--- src/hw/rtl/deq_pkg.sv ---
// ----------------------------------------------------------------------------
// Double-ended queue package
// Shared types and constants for the ring-buffer deque, its controller and
// its datapath.
// ----------------------------------------------------------------------------
package deq_pkg;

   localparam int WORD_W = 32;
   localparam int MODE_W = 2;
   localparam int STAT_W = 2;
   localparam int OCC_W  = 11;

   localparam logic [MODE_W-1:0] MODE_PUSH_FRONT = 2'd0;
   localparam logic [MODE_W-1:0] MODE_PUSH_REAR  = 2'd1;
   localparam logic [MODE_W-1:0] MODE_POP_FRONT  = 2'd2;
   localparam logic [MODE_W-1:0] MODE_POP_REAR   = 2'd3;

   localparam logic [STAT_W-1:0] STATUS_OK    = 2'd0;
   localparam logic [STAT_W-1:0] STATUS_EMPTY = 2'd1;
   localparam logic [STAT_W-1:0] STATUS_FULL  = 2'd2;

   localparam logic [WORD_W-1:0] NEG_ONE = 32'hFFFF_FFFF;

   typedef struct packed {
      logic [MODE_W-1:0]        mode;
      logic signed [WORD_W-1:0] push_value;
   } deq_req_type;

   typedef struct packed {
      logic signed [WORD_W-1:0] popped_value;
      logic [STAT_W-1:0]        status;
      logic signed [WORD_W-1:0] front_value;
      logic signed [WORD_W-1:0] rear_value;
      logic [OCC_W-1:0]         occupancy;
   } deq_rsp_type;

   typedef struct packed {
      logic accept;
      logic execute;
      logic load;
   } deq_cmd_type;

   typedef struct packed {
      logic need_read;
   } deq_stat_type;

endpackage

--- src/hw/rtl/deq_ctrl.sv ---
// ----------------------------------------------------------------------------
// Deque controller
// Sequences one beat through execute, optional memory fetch and response.
// ----------------------------------------------------------------------------
module deq_ctrl
   import deq_pkg::*;
(
   input  logic         clock,
   input  logic         reset,
   input  logic         start,
   output logic         busy,
   output logic         rsp_strobe,
   output deq_cmd_type  cmd,
   input  deq_stat_type stat
);

   typedef enum logic [3:0] {
      ST_IDLE = 4'b0001,
      ST_EXEC = 4'b0010,
      ST_LOAD = 4'b0100,
      ST_EMIT = 4'b1000
   } state_type;

   state_type state_ff;
   state_type state_in;

   always_comb begin
      state_in = state_ff;
      case (state_ff)
         ST_IDLE: begin
            if (start) begin
               state_in = ST_EXEC;
            end
         end
         ST_EXEC: begin
            state_in = stat.need_read ? ST_LOAD : ST_EMIT;
         end
         ST_LOAD: begin
            state_in = ST_EMIT;
         end
         ST_EMIT: begin
            state_in = ST_IDLE;
         end
         default: begin
            state_in = ST_IDLE;
         end
      endcase
   end

   always_ff @(posedge clock) begin
      if (reset) begin
         state_ff <= ST_IDLE;
      end else begin
         state_ff <= state_in;
      end
   end

   assign busy        = (state_ff != ST_IDLE);
   assign rsp_strobe  = (state_ff == ST_EMIT);
   assign cmd.accept  = start && (state_ff == ST_IDLE);
   assign cmd.execute = (state_ff == ST_EXEC);
   assign cmd.load    = (state_ff == ST_LOAD);

endmodule

--- config.mk ---
export PLATFORM = sky130hd
export DESIGN_NAME = deq_ctrl
export DESIGN_NICKNAME = d
export VERILOG_FILES = /design/src/hw/rtl/deq_pkg.sv /design/src/hw/rtl/deq_ctrl.sv
export SDC_FILE = /design/constraint.sdc
export NUM_CORES = 1
export LEC_CHECK = 0
export BUFFER_PORTS_ARGS = -buffer_cell sky130_fd_sc_hd__buf_2
export CAP_MARGIN = 15
export CORE_AREA = 8 8 45 47
export CTS_CLUSTER_SIZE = 30
export DETAILED_ROUTE_END_ITERATION = 16
export DIE_AREA = 0 0 53 55
export GPL_TIMING_DRIVEN = 0
export PLACE_DENSITY_LB_ADDON = 0.05
export REMOVE_ABC_BUFFERS = 1
export SKIP_LAST_GASP = 1
export SYNTH_ARGS = -nofsm -noshare
export SYNTH_HDL_FRONTEND = slang
export SYNTH_SLANG_ARGS = --single-unit
--- constraint.sdc ---
create_clock -name clock -period 1.3 [get_ports clock]
set_input_delay 0.13 -clock clock [delete_from_list [all_inputs] [get_ports clock]]
set_output_delay 0.13 -clock clock [all_outputs]
set_load 0.05 [all_outputs]
==> results by group <==
CTS
  • H-tree depth: 1
  • CTS root buf: clkbuf_4
  • Longest Clk Path Bufs: 2
  • Clock Latency Late Sink: about 0.23 ns
  • Num CTS Buffers: 3
  • Worst-path clk slew: approximately 0.030 ns
  • # clock sinks: 4
  • CTS tree: yes
  • Hold-fix buffers, CTS: 0

Status
  • Failing checks: negative setup slack
  • Status: finished with violations

Job
  • Max_cap viols: 0

STA
  • Worst setup margin: -0.232 ns
  • Slew headroom: 0.843
  • Hold Fails Final Rpt: 0
  • Finish-stage setup viols: 6
  • Final worst path period share: 1.18
  • Fin Hold WS: around 0.12 ns
  • Unrepaired setup endpoints after global routing: yes
  • Clk_skew: approximately 0.0031 ns
  • Tmin final: 1.53 ns
  • Worst Tran Pin Value: 0.235 ns
  • Max-slew violation count: 0
  • Max Fclk: between 600 and 700 MHz

Die
  • Core area: around 1400 µm²
  • Row cnt: 14
  • Die Y: approximately 55 µm
  • Initial core utilization: 0.148
  • IO Pins: 9
  • Die ar.: just under 3000 µm²
  • Die width: about 53 µm

Setup path
  • CP Class: reg2out
  • Worst EP required: about 1.2 ns
  • Crit-path cells: or4b_4 > nor2_4 > buf_8
  • R2r setup slk: -0.11 ns
  • CP endpoint kind: output port
  • WP data arrival: approximately 1.4 ns
  • CP max stage delay: roughly 0.57 ns
  • CP Max Fanout: 3
  • CP startpoint kind: register
  • Critical path's slowest cell: or4b_4

Synth
  • Library cells used by synthesis: 14
  • Average size of a mapped cell: 10.3 µm²
  • Synthesized cell area: 205 µm²
  • Yosys warns: 0
  • Post-Synthesis Cells: 20
  • Sequential-to-total area share from yosys stat: 0.390
  • FF+latch count, synth: 4

Layout
  • Ant diodes: 0
  • Final instance area: ~450 µm²
  • Share of cells above drive strength 1: 0.811
  • Area growth, synth to finish: 120%
  • Reg with most FFs: state_ff
  • Biggest regs: state_ff: 4 flops
  • Largest register FFs: 4
  • Most frequent cells in the layout: buf_4 (5), buf_6 (4), clkbuf_4 (3), buf_2 (3), dfxtp_4 (3)
  • Fin util: 0.325
  • Net count, final: 43
  • Commonest non-fill, non-tap cell in the layout: buf_4
  • Non-Filler Instances: 53

Pwr
  • VDD IR max: 255 µV
  • Static Leakage: ~0.17 nW
  • PwrDens: ~880 nW/µm²

Global routing
  • Grt ovf: 0
  • Gr usage total: 0.0585
  • Initial antenna violation count: 0
  • Vias in the first global route: between 200 and 250
  • Largest net degree at the start of global routing: 9
  • First-pass GRT wire length: approximately 1.1 mm

Routing
  • Avg WL per Cell: 13.5 µm
  • Number of iterations in the first detailed-routing pass: 2
  • 1st-iter DRT viols: 3
  • Post-Route WL: ~710 µm
  • Drt via density: roughly 4.4
  • Number of vias in the routed layout: approximately 230
  • Antenna Nets Post-Route: 0
  • # DRC: 0

Worst hold path
  • HP Class: in2reg

Placed design
  • Area after DPL: between 200 and 300 µm²
  • Port buffer count: 8
  • Routability cong.: just under 0.7
  • Post-Place Worst Slack: -0.122 ns
  • Dpl cells: 44
==> layout make-up <==
| class | instances | area [µm²] |
|---|---|---|
| clock buffer | 3 | 22.5 |
| timing repair buffer | 14 | 128 |
| inverter | 1 | 3.75 |
| sequential | 4 | 92.6 |
| tap | 16 | 20.0 |
| fill | 144 | 933 |
| multi-input combinational | 15 | 184 |
==> through the flow <==
| step | TNS, ns | total power, mW |
|---|---|---|
| 2_1_floorplan | -2.46 | 0.186 |
| 3_3_place_gp | -0.137 | 0.205 |
| 3_5_place_dp | -0.139 | 0.204 |
| 4_1_cts | -0.726 | 0.385 |
| 5_1_grt | -1.14 | 0.423 |
| 6_report | -0.841 | 0.395 |
==> report_power, final <==
group	switching, mW	leakage (nW)	internal, mW
Clock	0.0486	0.0138	0.103
Combinational	0.0571	0.123	0.0518
Sequential	0.00933	0.0347	0.125
Total	0.115	0.171	0.280
==> per-layer routing <==
metal,vias up,track usage,routed length (µm)
met5,-,0,0
met4,0,0.0517,0
met3,0,0.0535,52
met2,5,0.0879,404
met1,114,0.0456,258
li1,113,-,-
==> Yosys cell counts, drive strengths merged <==
cell	instances	area, µm²
nor4b	2	17.5
or3b	1	8.76
or4b	1	13.8
nor2b	1	6.26
nor2	2	7.51
a2111oi	1	15.0
nor3b	2	15.0
and4bb	1	12.5
and3	1	6.26
inv	1	3.75
o31ai	1	7.51
nor3	1	5.00
nand2b	1	6.26
dfxtp	4	80.1
==> kinds of logic after synthesis <==
| kind of cell | synth area share |
|---|---|
| flip-flops | 0.390 |
| AO/OA/AOI/OAI | 0.110 |
| AND/OR/NAND/NOR | 0.482 |
| buffers and inverters | 0.0183 |
==> path summary, 6_finish.rpt <==
kind / to / from / depth (start not counted)
max: cmd[2] / state_ff[2]$_SDFFE_PP0P_ / 3
min: state_ff[3]$_SDFFE_PP0P_ / reset / 2
max reg2reg: state_ff[3]$_SDFFE_PP0P_ / state_ff[2]$_SDFFE_PP0P_ / 4
min reg2reg: state_ff[3]$_SDFFE_PP0P_ / state_ff[0]$_SDFFE_PP1P_ / 2
==> what timing repair did <==
item | in CTS | in global routing
buffers inserted | 2 | 4
setup endpoints to repair | 5 | 6
resized for setup | 21 | 10
pin swaps | 1 | 4
==> worst max-delay path, delay by kind of cell, from the launching register on <==
kind | cells | cell delay, ns
simple gates | 2 | 0.69
flops | 1 | 0.33
buf+inv | 1 | 0.15
(Power assumes the default switching activity.)
